`src/hdl/scc_pkg.sv`:
```
// Shared types and constants of the speed cruise controller.
// Used by scc_div and speed_cruise_controller; depends on nothing else.
package scc_pkg;

	localparam int ERR_W     = 16;
	localparam int MUL_CNT_W = $clog2(ERR_W);

	// Time step: dt = min(elapsed / 40, 25) in fixed point.
	localparam logic [5:0]  DT_DIV     = 6'd40;
	localparam logic [4:0]  DT_MAX     = 5'd25;
	localparam logic [15:0] DT_SAT_MS  = 16'd1000;   // 40 * 25: dt saturates from here
	localparam int          DT_MS_BITS = 10;         // elapsed below saturation fits here

	localparam logic [6:0]         LOSS_SCALE = 7'd100;
	localparam logic signed [15:0] STALL_RPM  = 16'sd10;
	localparam logic signed [15:0] RESUME_RPM = 16'sd100;
	localparam logic [7:0]         NEUTRAL    = 8'd90;

	typedef enum logic [2:0] {
		CFG_TARGET  = 3'd0,
		CFG_GAIN    = 3'd1,
		CFG_LOSS    = 3'd2,
		CFG_LOW     = 3'd3,
		CFG_HIGH    = 3'd4,
		CFG_CONTROL = 3'd5
	} cfg_idx_t;

	// Which of the three divisions the shared divider runs.
	typedef enum logic [1:0] {
		DIV_DT,
		DIV_PROD,
		DIV_DRIVE
	} div_kind_t;

	typedef struct packed {
		logic      start;
		div_kind_t kind;
	} div_req_t;

	typedef struct packed {
		logic [15:0]        elapsed_ms;
		logic signed [15:0] measured_rpm;
	} in_item_t;

	typedef struct packed {
		logic [7:0] drive_angle;
		logic       stalled;
	} out_item_t;

endpackage

```
`src/hdl/scc_div.sv`:
```
// Bit-serial restoring divider shared by the three divisions of one item.
// Depends on scc_pkg for the request struct and division kinds.
module scc_div #(
	parameter int FRAC_BITS = 16,
	localparam int W   = 8 + FRAC_BITS,
	localparam int PW  = 21 + FRAC_BITS,
	localparam int DW  = PW + 1,
	localparam int NW  = (W + FRAC_BITS > PW) ? W + FRAC_BITS : PW,
	localparam int DTW = scc_pkg::DT_MS_BITS + FRAC_BITS,
	localparam int CW  = $clog2(NW + 1)
) (
	input  logic                  clk,
	input  logic                  arst_n,
	input  scc_pkg::div_req_t     req,
	input  logic [NW-1:0]         num,
	input  logic [DW-1:0]         den,
	output logic                  done,
	output logic [NW-1:0]         quo
);

	localparam int SH_DT    = NW - DTW;
	localparam int SH_PROD  = NW - PW;
	localparam int SH_DRIVE = NW - (W + FRAC_BITS);

	logic          busy_q;
	logic          done_q;
	logic [CW-1:0] cnt_q;
	logic [DW-1:0] rem_q;
	logic [DW-1:0] den_q;
	logic [NW-1:0] quo_q;

	logic [DW:0] trial;
	logic [DW:0] trial_sub;
	logic        ge;

	// The numerator is left-aligned so that only its significant bits are
	// walked; the quotient shifts in from the bottom of the same register.
	assign trial     = {rem_q, quo_q[NW-1]};
	assign trial_sub = trial - {1'b0, den_q};
	assign ge        = trial >= {1'b0, den_q};

	always_ff @(posedge clk or negedge arst_n) begin
		if (!arst_n) begin
			busy_q <= 1'b0;
			done_q <= 1'b0;
			cnt_q  <= '0;
		end else begin
			done_q <= 1'b0;
			if (req.start) begin
				busy_q <= 1'b1;
				case (req.kind)
					scc_pkg::DIV_DT:   cnt_q <= CW'(DTW);
					scc_pkg::DIV_PROD: cnt_q <= CW'(PW);
					default:           cnt_q <= CW'(W + FRAC_BITS);
				endcase
			end else if (busy_q) begin
				cnt_q <= cnt_q - CW'(1);
				if (cnt_q == CW'(1)) begin
					busy_q <= 1'b0;
					done_q <= 1'b1;
				end
			end
		end
	end

	always_ff @(posedge clk) begin
		if (req.start) begin
			rem_q <= '0;
			den_q <= den;
			case (req.kind)
				scc_pkg::DIV_DT:   quo_q <= num << SH_DT;
				scc_pkg::DIV_PROD: quo_q <= num << SH_PROD;
				default:           quo_q <= num << SH_DRIVE;
			endcase
		end else if (busy_q) begin
			rem_q <= ge ? trial_sub[DW-1:0] : trial[DW-1:0];
			quo_q <= {quo_q[NW-2:0], ge};
		end
	end

	assign done = done_q;
	assign quo  = quo_q;

endmodule

```
`src/hdl/speed_cruise_controller.sv`:
```
// Top level of the speed cruise controller: configuration, sequencer and output register.
// Depends on scc_pkg and on the shared serial divider scc_div.
//
// One input item is one update tick. While control is on, the block forms a
// time step from the elapsed milliseconds, raises or divides down its drive
// level by the speed error, clamps it to [drive_low, drive_high], updates the
// stall latch and delivers one result item; while control is off an item is
// accepted and dropped without a result. Items are handled one at a time:
// in_stall is high from acceptance until the result is loaded into the output
// register. All arithmetic runs through one bit-serial restoring divider (one
// quotient bit per cycle) and a shift-add multiplier (one error bit per
// cycle). A tick with equal speeds skips the time step, the multiply and the
// divisions and goes straight to the clamp. From 1000 ms on the time step
// saturates and its division is skipped; a downward step runs one division
// more than an upward step, and the emit state waits while the output stalls.
module speed_cruise_controller #(
	parameter int FRAC_BITS = 16
) (
	input  logic                clk,
	input  logic                arst_n,
	input  logic                in_valid,
	output logic                in_stall,
	input  scc_pkg::in_item_t   in_data,
	output logic                out_valid,
	input  logic                out_stall,
	output scc_pkg::out_item_t  out_data,
	input  logic                cfg_we,
	input  logic [2:0]          cfg_idx,
	input  logic [15:0]         cfg_data
);

	// Drive level is Q8.F; the product dt*err needs 21+F bits and the
	// downward denominator one more.
	localparam int W    = 8 + FRAC_BITS;
	localparam int PW   = 21 + FRAC_BITS;
	localparam int DW   = PW + 1;
	localparam int NW   = (W + FRAC_BITS > PW) ? W + FRAC_BITS : PW;
	localparam int DTQW = 5 + FRAC_BITS;
	localparam int MCW  = scc_pkg::MUL_CNT_W;

	localparam logic [W-1:0]    Q_NEUTRAL = {scc_pkg::NEUTRAL, {FRAC_BITS{1'b0}}};
	localparam logic [W-1:0]    Q_MAX     = '1;
	localparam logic [DTQW-1:0] DT_SAT    = {scc_pkg::DT_MAX, {FRAC_BITS{1'b0}}};
	localparam logic [DW-1:0]   Q_ONE     = DW'(1) << FRAC_BITS;

	typedef enum logic [3:0] {
		ST_IDLE,
		ST_DT_GO,
		ST_DT_WAIT,
		ST_MUL,
		ST_P_GO,
		ST_P_WAIT,
		ST_D_GO,
		ST_D_WAIT,
		ST_CLAMP,
		ST_EMIT
	} state_t;

	// Configuration registers.
	logic signed [15:0] target_q;
	logic [15:0]        gain_q;
	logic [15:0]        loss_q;
	logic [7:0]         low_q;
	logic [7:0]         high_q;
	logic               ctrl_on_q;

	always_ff @(posedge clk or negedge arst_n) begin
		if (!arst_n) begin
			target_q  <= '0;
			gain_q    <= 16'd160;
			loss_q    <= 16'd100;
			low_q     <= 8'd90;
			high_q    <= 8'd180;
			ctrl_on_q <= 1'b0;
		end else if (cfg_we) begin
			case (cfg_idx)
				scc_pkg::CFG_TARGET:  target_q  <= cfg_data;
				scc_pkg::CFG_GAIN:    gain_q    <= cfg_data;
				scc_pkg::CFG_LOSS:    loss_q    <= cfg_data;
				scc_pkg::CFG_LOW:     low_q     <= cfg_data[7:0];
				scc_pkg::CFG_HIGH:    high_q    <= cfg_data[7:0];
				scc_pkg::CFG_CONTROL: ctrl_on_q <= cfg_data[0];
				default: ;
			endcase
		end
	end

	// Sequencer state, loop state and the output register.
	state_t                 state_q;
	logic [W-1:0]           drive_q;
	logic                   stall_q;
	logic signed [15:0]     rpm_q;
	logic [scc_pkg::DT_MS_BITS-1:0] el_q;
	logic                   up_q;
	logic [PW-1:0]          acc_q;
	logic [PW-1:0]          mcand_q;
	logic [scc_pkg::ERR_W-1:0] mplier_q;
	logic [MCW-1:0]         mcnt_q;
	logic [DW-1:0]          denom_q;
	logic                   out_valid_q;
	scc_pkg::out_item_t     out_data_q;

	// Divider hookup.
	scc_pkg::div_req_t div_req;
	logic [NW-1:0]     div_num;
	logic [DW-1:0]     div_den;
	logic              div_done;
	logic [NW-1:0]     div_quo;

	scc_div #(.FRAC_BITS(FRAC_BITS)) u_div (
		.clk    (clk),
		.arst_n (arst_n),
		.req    (div_req),
		.num    (div_num),
		.den    (div_den),
		.done   (div_done),
		.quo    (div_quo)
	);

	// A zero divisor counts as one.
	logic [15:0]   gain_eff;
	logic [15:0]   loss_eff;
	logic [DW-1:0] loss_scaled;

	assign gain_eff    = (gain_q == '0) ? 16'd1 : gain_q;
	assign loss_eff    = (loss_q == '0) ? 16'd1 : loss_q;
	assign loss_scaled = DW'(loss_eff) * DW'(scc_pkg::LOSS_SCALE);

	always_comb begin
		div_req.start = 1'b0;
		div_req.kind  = scc_pkg::DIV_DRIVE;
		div_num       = NW'({drive_q, {FRAC_BITS{1'b0}}});
		div_den       = denom_q;
		case (state_q)
			ST_DT_GO: begin
				div_req.start = 1'b1;
				div_req.kind  = scc_pkg::DIV_DT;
				div_num       = NW'({el_q, {FRAC_BITS{1'b0}}});
				div_den       = DW'(scc_pkg::DT_DIV);
			end
			ST_P_GO: begin
				div_req.start = 1'b1;
				div_req.kind  = scc_pkg::DIV_PROD;
				div_num       = NW'(acc_q);
				div_den       = up_q ? DW'(gain_eff) : loss_scaled;
			end
			ST_D_GO: begin
				div_req.start = 1'b1;
			end
			default: ;
		endcase
	end

	// Speed error of the incoming item, exact over the full 16-bit range.
	logic signed [16:0] diff_in;
	logic [15:0]        err_in;
	logic               resume_in;

	assign diff_in   = $signed({target_q[15], target_q})
		- $signed({in_data.measured_rpm[15], in_data.measured_rpm});
	assign err_in    = diff_in[16] ? 16'(17'd0 - diff_in) : diff_in[15:0];
	assign resume_in = (in_data.measured_rpm > scc_pkg::RESUME_RPM) && stall_q;

	// Upward step saturates at the top of the Q8.F range.
	logic [PW:0]  sum_up;
	logic [W-1:0] hi_lvl;
	logic [W-1:0] lo_lvl;

	assign sum_up = (PW+1)'(drive_q) + (PW+1)'(div_quo[PW-1:0]);
	assign hi_lvl = {high_q, {FRAC_BITS{1'b0}}};
	assign lo_lvl = {low_q, {FRAC_BITS{1'b0}}};

	always_ff @(posedge clk or negedge arst_n) begin
		if (!arst_n) begin
			state_q     <= ST_IDLE;
			drive_q     <= Q_NEUTRAL;
			stall_q     <= 1'b0;
			rpm_q       <= '0;
			el_q        <= '0;
			up_q        <= 1'b0;
			acc_q       <= '0;
			mcand_q     <= '0;
			mplier_q    <= '0;
			mcnt_q      <= '0;
			denom_q     <= '0;
			out_valid_q <= 1'b0;
			out_data_q  <= '0;
		end else begin
			// The emit state hands over the output register itself.
			if (out_valid_q && !out_stall && state_q != ST_EMIT) begin
				out_valid_q <= 1'b0;
			end
			case (state_q)
				ST_IDLE: begin
					// With control off the item is simply dropped.
					if (in_valid && ctrl_on_q) begin
						rpm_q    <= in_data.measured_rpm;
						el_q     <= in_data.elapsed_ms[scc_pkg::DT_MS_BITS-1:0];
						up_q     <= !diff_in[16];
						mplier_q <= err_in;
						acc_q    <= '0;
						mcnt_q   <= '0;
						mcand_q  <= PW'(DT_SAT);
						if (resume_in) begin
							stall_q <= 1'b0;
							drive_q <= Q_NEUTRAL;
						end
						if (diff_in == '0) begin
							state_q <= ST_CLAMP;
						end else if (in_data.elapsed_ms >= scc_pkg::DT_SAT_MS) begin
							state_q <= ST_MUL;
						end else begin
							state_q <= ST_DT_GO;
						end
					end
				end
				ST_DT_GO: begin
					state_q <= ST_DT_WAIT;
				end
				ST_DT_WAIT: begin
					if (div_done) begin
						mcand_q <= PW'(div_quo[DTQW-1:0]);
						state_q <= ST_MUL;
					end
				end
				ST_MUL: begin
					// One error bit per cycle, least significant first.
					if (mplier_q[0]) begin
						acc_q <= acc_q + mcand_q;
					end
					mcand_q  <= mcand_q << 1;
					mplier_q <= mplier_q >> 1;
					mcnt_q   <= mcnt_q + MCW'(1);
					if (mcnt_q == MCW'(scc_pkg::ERR_W - 1)) begin
						state_q <= ST_P_GO;
					end
				end
				ST_P_GO: begin
					state_q <= ST_P_WAIT;
				end
				ST_P_WAIT: begin
					if (div_done) begin
						if (up_q) begin
							drive_q <= (sum_up > (PW+1)'(Q_MAX)) ? Q_MAX : sum_up[W-1:0];
							state_q <= ST_CLAMP;
						end else begin
							denom_q <= Q_ONE + DW'(div_quo[PW-1:0]);
							state_q <= ST_D_GO;
						end
					end
				end
				ST_D_GO: begin
					state_q <= ST_D_WAIT;
				end
				ST_D_WAIT: begin
					// The denominator is at least one, so the result fits the level.
					if (div_done) begin
						drive_q <= div_quo[W-1:0];
						state_q <= ST_CLAMP;
					end
				end
				ST_CLAMP: begin
					// The upper bound is tested first; with crossed bounds a level below it still goes to the lower one.
					if (drive_q >= hi_lvl) begin
						drive_q <= hi_lvl;
						if (rpm_q < scc_pkg::STALL_RPM) begin
							stall_q <= 1'b1;
						end
					end else if (drive_q < lo_lvl) begin
						drive_q <= lo_lvl;
					end
					state_q <= ST_EMIT;
				end
				ST_EMIT: begin
					if (!out_valid_q || !out_stall) begin
						out_valid_q            <= 1'b1;
						out_data_q.drive_angle <= stall_q ? scc_pkg::NEUTRAL
							: drive_q[W-1 -: 8];
						out_data_q.stalled     <= stall_q;
						state_q                <= ST_IDLE;
					end
				end
				default: begin
					state_q <= ST_IDLE;
				end
			endcase
		end
	end

	assign in_stall  = (state_q != ST_IDLE);
	assign out_valid = out_valid_q;
	assign out_data  = out_data_q;

	// A stalled result always carries the neutral drive value.
	a_stall_neutral: assert property (@(posedge clk) disable iff (!arst_n)
		(out_valid && out_data.stalled) |-> (out_data.drive_angle == scc_pkg::NEUTRAL))
		else $error("stalled result without neutral drive");

	// The divider only finishes while the sequencer waits for it.
	a_div_done_wait: assert property (@(posedge clk) disable iff (!arst_n)
		div_done |-> (state_q == ST_DT_WAIT || state_q == ST_P_WAIT
			|| state_q == ST_D_WAIT))
		else $error("divider finished outside a wait state");

	// A new result is only ever loaded from the emit state.
	a_emit_only: assert property (@(posedge clk) disable iff (!arst_n)
		$rose(out_valid) |-> ($past(state_q) == ST_EMIT))
		else $error("result appeared outside the emit state");

endmodule
```
`config.mk`:
```
export PLATFORM = sky130hd
export DESIGN_NAME = speed_cruise_controller
export DESIGN_NICKNAME = d
export VERILOG_FILES = /design/src/hdl/scc_pkg.sv /design/src/hdl/scc_div.sv /design/src/hdl/speed_cruise_controller.sv
export SDC_FILE = /design/constraint.sdc
export NUM_CORES = 1
export LEC_CHECK = 0
export BUFFER_PORTS_ARGS = -buffer_cell sky130_fd_sc_hd__buf_2
export CAP_MARGIN = 20
export CORE_MARGIN = 2
export CORE_UTILIZATION = 30
export CTS_BUF_LIST = sky130_fd_sc_hd__clkbuf_4 sky130_fd_sc_hd__clkbuf_8
export CTS_CLUSTER_DIAMETER = 30
export CTS_CLUSTER_SIZE = 25
export DETAILED_ROUTE_END_ITERATION = 10
export GPL_TIMING_DRIVEN = 1
export PLACE_DENSITY = 0.54
export SLEW_MARGIN = 20
export SYNTH_ARGS = -nofsm -noshare
export SYNTH_HDL_FRONTEND = slang
export SYNTH_SLANG_ARGS = --single-unit
export TNS_END_PERCENT = 10
```
`constraint.sdc`:
```
create_clock -name clk -period 4.83 [get_ports clk]
set_input_delay 0 -clock clk [delete_from_list [all_inputs] [get_ports clk]]
set_output_delay 0 -clock clk [all_outputs]
set_load 0.01 [all_outputs]
```
[After elaboration in Yosys (flattened, before gate mapping)]
Index checks and enable logic that the tools add are counted.
Word-level totals
  register bits after elaboration: 387
  output and inout port bits: 11
  word-level logic and storage cells: 168
  bits of input ports: 56
Operators by class
  eq/ne operators: 30
  $add $sub $neg: 8
  order comparisons: 7
  muxes and demuxes: 59
  reduce and logical (&&, ||, !) cells: 36
  multiply operators: 1
  bitwise gates (word level): 1
Operators with widths (count)
  $mux W24: 8
  $pmux W40 S2: 2
  $mux W37: 4
  $pmux W37 S3: 1
  $pmux W24 S4: 1
  $mux W40: 2
  $pmux W38 S2: 1
  $pmux W37 S2: 1
  $mux W16: 4
  $pmux W4 S10: 1
  $ge A39 B38 Y1: 1
  $add A17 B37 Y38 const A: 1
  $add A24 B37 Y38: 1
  $gt A38 B24 Y1 const B: 1
  $mux W38: 1
  $sub A38 B38 Y38: 1
  $add A37 B37 Y37: 1
  $mux W4: 9
  $logic_not A16 Y1: 2
  $pmux W16 S2: 1
  $ge A24 B24 Y1: 1
  $lt A24 B24 Y1: 1
  $mux W23: 1
  $mul A16 B5 Y21 const B: 1
  45 further kinds: 94

[Depth between registers and ports, before layout]
Gate-level depths: netlist of the first run.
  word-level depth: 6
  depth in mapped cells: 23
  depth with buffers taken out: 22

[Cells and area by module]
Synthesis of the first run repeated with hierarchy kept, for this count alone.
Second synthesis, totals
  cells, all modules: 2996
  area, all modules: 26671.8 µm²
By module, submodules not included
  speed_cruise_controller: cells each 2145, sequential area each 6577.6 µm², instances 1, area an instance 18783.0 µm²
  scc_div: cells each 851, sequential area each 3303.2 µm², instances 1, area an instance 7888.8 µm²

[Least setup slack after synthesis of the first run]
Ideal clock, no wire load.
  path type: reg2reg
  from: reg loss_q[2]
  to: reg u_div.den_q[22], data pin
  setup time: 259 ps
  required time: 4571 ps
  arrival: 4494 ps
  clock period less this slack: 4753 ps
  stages on the path, launching flop included: 24
  setup slack: 77 ps
  path buffers: 1
  cells stage by stage: dfstp_2 -> inv_1 -> ha_1 -> and4_1 -> nand4_1 -> or3_1 -> clkbuf_1 -> nand2_1 -> inv_1 -> ha_1 -> ha_1 -> inv_1 -> fa_1 -> inv_1 -> ha_1 -> or2_2 -> a21o_1 -> o211ai_1 -> a31oi_1 -> a21o_1 -> a21o_1 -> a21oi_1 -> nor3b_1 -> a211o_1
On the way
  word-level cells in the longest chain between the ends: 5
Ends and longest elaborated chain
  start, declared: line speed_cruise_controller.sv:62  | logic [15:0] loss_q;
  start signal, assigned: line speed_cruise_controller.sv:79  | scc_pkg::CFG_LOSS: loss_q <= cfg_data;
  $logic_not A16 Y1: line speed_cruise_controller.sv:126  | assign loss_eff = (loss_q == '0) ? 16'd1 : loss_q;
  $mux W16 (*): line speed_cruise_controller.sv:126
  $mul A16 B5 Y21 (*): line speed_cruise_controller.sv:127  | assign loss_scaled = DW'(loss_eff) * DW'(scc_pkg::LOSS_SCALE);
  $mux W23 (*): line speed_cruise_controller.sv:145  | div_den = up_q ? DW'(gain_eff) : loss_scaled;
  $pmux W38 S2 (*): line speed_cruise_controller.sv:134  | case (state_q)
  named net div_den[22]: line speed_cruise_controller.sv:106  | logic [DW-1:0] div_den;
  end signal, assigned: line scc_div.sv:69  | den_q <= den;
  end, declared: line scc_div.sv:29  | logic [DW-1:0] den_q;
The timed path passes the listed nets; every way through them passes the cells marked *.
A chain may end at the register's enable or synchronous reset.

[Worst setup path in the final report of the first run]
  from: reg loss_q[8]
  to: reg u_div.den_q[22], data pin
Same word-level chain as after synthesis.

==> results of run 1 <==
[cells by family (layout without fill, tap and decap cells)]
kind of cell,after synthesis,after routing,share of synthesized area (%)
other cells,0,2,0
compound gates,846,846,21.2
mux,110,110,4.70
simple gates,778,778,14.9
fa+ha+maj,206,206,10.6
xor+xnor,137,137,4.74
buf+inv,310,565,4.76
flops,386,386,39.1
[metrics by stage]
step	hold slack, ns	utilization (%)	total power (W)	cells	area [um2]
after floorplan	-0.296	-	0.00513	2773	25300
after global placement	0.0782	32.3	0.00579	3846	27000
after detailed placement	0.0911	32.3	0.00581	3846	27000
after CTS	0.0188	36.0	0.0108	4101	30100
after global routing	0.0595	36.3	0.0115	4109	30300
final	0.0824	36.3	0.0109	4110	30300
[cell type report]
type | instances | area (um2) | share of cell area, %
well taps | 1080 | 1350 | 4.46
inverters | 179 | 672 | 2.22
flip-flops and latches | 386 | 9880 | 32.6
diodes | 2 | 5.00 | 0.0165
clock buffers | 134 | 1740 | 5.76
multi-input cells | 2077 | 14400 | 47.7
clock inverters | 53 | 659 | 2.18
repair buffers | 199 | 1540 | 5.09
[registers in the layout, summed over array words and instances (netlist names), 4 cells and up]
register	flops
state_q	4
mcnt_q	4
mplier_q	16
out_data	9
u_div.rem_q	38
u_div.quo	40
u_div.den_q	38
gain_q	16
el_q	10
u_div.cnt_q	6
low_q	8
loss_q	16
denom_q	38
acc_q	37
rpm_q	15
target_q	16
high_q	8
mcand_q	37
drive_q	24
[layer usage]
layer	share of wire, %	up-vias
li1	-	10500
met1	47	10300
met2	46	475
met3	4.8	126
met4	2.5	0
met5	0	-
[how the worst min path moves through the flow]
stage                           start          end  slack, ns  cells past startpoint
after floorplan                arst_n     acc_q[0]      -0.30                      0
after global placement         arst_n  mcand_q[26]       0.08                      1
after detailed placement       arst_n      el_q[7]       0.09                      1
after CTS                 in_data[21]      el_q[5]       0.02                      3
after global routing      in_data[17]      el_q[1]       0.06                      3
final                     in_data[18]      el_q[2]       0.08                      3
[critical path: cells and delay by family, from the launching register on]
kind | cells | cell delay [ns]
AO/OA/AOI/OAI | 6 | 0.96
AND/OR/NAND/NOR | 6 | 1.25
flip-flops | 1 | 0.39
buffers and inverters | 5 | 0.35
adder cells (fa/ha/maj) | 5 | 1.40
[power by group]
group / internal, W / total (W) / switching [W]
registers: 0.00345 / 0.00357 / 0.000117
clock network: 0.00307 / 0.00484 / 0.00177
logic: 0.00117 / 0.00246 / 0.00129
[repair_timing]
item	CTS	global route
hold buffers	68	0
pin swaps	1	17
setup buffers	0	7
resized for setup	3	30
cloned	0	0
setup endpoints to repair	2	5
endpoints found under the hold margin	259	0
[cells in the mapped netlist (all sizes together), types with 34 or more instances]
cell type  count  area, um2
edfxtp        78       2340
clkbuf       103        387
nor2         199        747
dfrtp        253       6330
a22o          34        315
xnor2         77        674
nor3          41        231
nand3         75        375
dfxtp         38        761
mux2          71        800
o21ai        287       1440
mux2i         39        390
a21o          42        315
xor2          60        526
a21oi        217       1100
nand2        239        900
and3          43        269
inv          179        672
ha           191       2390
==> results.json, run 1 <==
{
  "synth_ff_type": "dfrtp_1",
  "cp_common_cell": "ha_1",
  "fin_ws_ns": 0.191,
  "synth-seq-cells": 386,
  "ys_warn_count": 0,
  "outcome": "complete, no violations",
  "die_w_um": 294,
  "end_kind": "flop",
  "core_area_um2": 83600,
  "synth_edf_count": 78,
  "cp_slowest_cell": "fa_1",
  "drive_gt1_share_pct": 16.1,
  "leakage_nw": 13.7,
  "area_growth_syn_to_layout_pct": 19.8,
  "skew_ns": 0.0384,
  "vias": 21400,
  "cts.sinks": 386,
  "totalNegativeSetupSlack_ns": 0,
  "final_cell_mix": "276 x o21ai_0, 252 x dfrtp_1, 231 x nand2_1",
  "place_worst_setup_slack_ns": 0.0110,
  "max_stage_delay_ns": 0.50,
  "start_util_pct": 30.3,
  "rows": 106,
  "yosysSeqAreaShare_pct": 39.1,
  "hold_violations": 0,
  "critPathRequiredTime_ns": 5.26,
  "rsz0062_at_grt": "yes",
  "grt_pass1_wl_mm": 119,
  "grt_max_degree": 112,
  "fp.dieH_um": 294,
  "ctsHtreeMaxLevel": 3,
  "place_hpwl_mm": 53.4,
  "wl_per_cell_um": 18.4,
  "path_cells": "inv_2 > ha_1 > and4_1 > nand4_1 > or3_4 > buf_6 > nand2_2 > inv_1 > ha_1 > ha_1 > inv_1 > fa_1 > inv_1 > ha_1 > or2_2 > a21oi_2 > a31oi_1 > a21o_1 > a21o_1 > a21oi_2 > nor3b_1 > a211o_1",
  "overflow": 0,
  "antenna_found_initial": 1,
  "fmax_mhz": 216,
  "p_per_area_nw_per_um2": 359,
  "hp-class": "input pin to flop",
  "grtUsageMet1_pct": 23.9,
  "syn_inst": 2773,
  "startpoint_type": "flop",
  "port_buffers": 66,
  "crit_start": "loss_q[8]",
  "track_usage_pct": 17.3,
  "ir_drop_uv": 213,
  "crit_path_end": "u_div.den_q[22]",
  "tightest_slew_ns": 1.10,
  "drc": 0,
  "grt.met3_usage_pct": 2.99,
  "cts-root-buf": "clkbuf_8",
  "use_met2_pct": 27.6,
  "cp_max_fo": 7,
  "worstSetupPathType": "flop to flop",
  "syn-num-nets": 3035,
  "finalWirelength_mm": 75.4,
  "via_per_inst": 5.19,
  "r2r-start": "loss_q[8]",
  "period_minus_slack_ns": 4.64,
  "avgSynthCellArea_um2": 9.12,
  "cts_buffers": 99,
  "gp_congestion": 0.893,
  "cts_tree": "done",
  "fin_crit_sh_pct": 96.0,
  "relSlewSlack_pct": 26.6,
  "final_common_cell": "o21ai_0",
  "worst_r2r_path_depth": 22,
  "clock_latency_ns": 0.72,
  "ff2ff_setup_slack_ns": 0.19,
  "finalSetupViolCount": 0,
  "busiest_layer": "met2",
  "nNetsFinal": 3204,
  "fillers": 8579,
  "synth_cell_types": 91,
  "ant_nets": 0,
  "netlist_area_um2": 25300,
  "grt_pass1_vias": 20900,
  "rr_endpoint": "u_div.den_q[22]",
  "drtIter0Drc": 1388,
  "clockBufferDepth": 3,
  "io_pins": 67,
  "path_clk_slew_ns": 0.05,
  "die-area_um2": 86600,
  "max_cap_viol_count": 0,
  "critPathArrivalTime_ns": 5.07,
  "drt_first_pass_iters": 6,
  "synthArstFlopShare_pct": 69.9,
  "report.final.slew_viol_count": 0
}
No activity file was read; power rests on OpenSTA's default activity.
==> run 2, diff against run 1 <==
Clock period 4.83 ns to 4.18 ns, I/O delays scaled along.
==> results.json, run 2 (synthesis gave the netlist of run 1 again) <==
{
  "outcome": "complete, but fails checks",
  "violations": "negative setup slack",
  "drtIter0Drc": 1341,
  "die_w_um": 294,
  "tightest_slew_ns": 1.06,
  "cp_slowest_cell": "fa_1",
  "fin_ws_ns": -0.408,
  "finalSetupViolCount": 8,
  "grt_max_degree": 82,
  "drt_first_pass_iters": 5,
  "cts_tree": "done",
  "grt_pass1_vias": 21800,
  "max_cap_viol_count": 0,
  "cts.sinks": 386,
  "area_growth_syn_to_layout_pct": 23.4,
  "cp_max_fo": 6,
  "critPathRequiredTime_ns": 4.61,
  "p_per_area_nw_per_um2": 422,
  "die-area_um2": 86600,
  "final_cell_mix": "274 x o21ai_0, 252 x dfrtp_1, 233 x nand2_1",
  "skew_ns": 0.0509,
  "place_hpwl_mm": 55.8,
  "crit_path_end": "u_div.den_q[22]",
  "nNetsFinal": 3313,
  "relSlewSlack_pct": 29.0,
  "critPathArrivalTime_ns": 5.02,
  "fin_crit_sh_pct": 110,
  "ant_nets": 0,
  "vias": 21800,
  "cts_buffers": 103,
  "max_stage_delay_ns": 0.48,
  "wl_per_cell_um": 18.4,
  "worstSetupPathType": "flop to flop",
  "rows": 106,
  "overflow": 0,
  "fin_cells": 4218,
  "fp.dieH_um": 294,
  "leakage_nw": 14.3,
  "end_kind": "flop",
  "period_minus_slack_ns": 4.59,
  "final_common_cell": "o21ai_0",
  "path_clk_slew_ns": 0.05,
  "io_pins": 67,
  "finalWirelength_mm": 77.6,
  "ff2ff_setup_slack_ns": -0.41,
  "clockBufferDepth": 3,
  "track_usage_pct": 18.0,
  "grt_pass1_wl_mm": 124,
  "antenna_found_initial": 3,
  "hold_violations": 0,
  "drc": 0,
  "clock_latency_ns": 0.72,
  "gp_congestion": 0.900,
  "largest_reg_flops": 40,
  "crit_start": "loss_q[8]",
  "r2r-start": "loss_q[8]",
  "start_util_pct": 30.3,
  "path_cells": "inv_1 > ha_1 > and4_1 > nand4_1 > or3_4 > nand2_4 > inv_2 > ha_4 > ha_4 > inv_2 > fa_1 > inv_2 > ha_4 > or3_1 > o211ai_1 > a31oi_1 > a21o_1 > a21o_1 > a21oi_2 > nor3b_1 > a211o_1",
  "worst_r2r_path_depth": 21,
  "final_cell_area_um2": 31200,
  "fmax_mhz": 218,
  "startpoint_type": "flop",
  "rr_endpoint": "u_div.den_q[22]",
  "core_area_um2": 83600,
  "drive_gt1_share_pct": 19.4,
  "via_per_inst": 5.18,
  "placed_area_um2": 27700,
  "cts-root-buf": "clkbuf_8",
  "ctsHtreeMaxLevel": 3,
  "port_buffers": 66,
  "hp-class": "input pin to flop",
  "rsz0062_at_grt": "yes",
  "placed_cells_incl_taps": 3928,
  "report.final.slew_viol_count": 0,
  "ir_drop_uv": 318
}
-- run 2: worst min-delay path by stage --
stage / endpoint / cells past startpoint / start
after floorplan: acc_q[0] / 0 / arst_n
after global placement: el_q[6] / 1 / arst_n
after detailed placement: el_q[6] / 1 / arst_n
after CTS: el_q[0] / 3 / in_data[16]
after global routing: el_q[0] / 3 / in_data[16]
final: el_q[0] / 3 / in_data[16]
-- run 2: area by class of cell --
| cell class | instances | area [um2] |
|---|---|---|
| fill | 8514 | 52300 |
| multi-input combinational | 2077 | 14600 |
| sequential | 386 | 9880 |
| timing repair buffer | 304 | 2360 |
| clock buffer | 126 | 1640 |
| tap | 1080 | 1350 |
| clock inverter | 65 | 758 |
| inverter | 179 | 672 |
| antenna | 1 | 2.50 |
-- run 2: through the flow --
step	setup TNS, ns	setup WS (ns)	hold slack, ns	power (W)	utilization [%]
3_3_place_gp	-1.99	-0.429	0.0566	0.00713	33.2
6_report	-2.17	-0.408	0.0687	0.0132	37.4
3_5_place_dp	-2.39	-0.479	0.0597	0.00715	33.2
2_1_floorplan	-0.357	-0.173	-0.296	0.00604	-
5_1_grt	-4.44	-0.630	0.0374	0.0139	37.4
4_1_cts	-2.29	-0.372	0.00794	0.0132	37.3
-- run 2: timing repair --
action / 4_1_cts / 5_1_grt
buffers inserted: 27 / 0
setup endpoints to repair: 10 / 12
gates resized for setup: 29 / 8
hold buffers: 70 / 0
endpoints found under the hold margin: 355 / 0
pin swaps: 16 / 4
-- run 2: worst max-delay path: cells and delay by family (launching register included) --
family / cells / cell delay (ns)
AOI/OAI and AO/OA: 6 / 1.22
adders and majority gates: 5 / 1.27
buffers and inverters: 4 / 0.19
DFF: 1 / 0.37
and+or+nand+nor: 6 / 1.24
-- run 2: power by group --
part,switching [W],internal [W]
clock network,0.00213,0.00351
registers,0.000130,0.00399
logic,0.00163,0.00178
total,0.00389,0.00927
-- run 2: per-layer routing --
metal,share of wire [%],wire [um],global-route usage (%),vias up
met5,0,0,0,-
met4,3.0,2300,6.02,0
met3,4.8,3710,2.98,162
met2,46,35400,29.2,490
met1,47,36300,24.5,10500
li1,-,-,-,10700
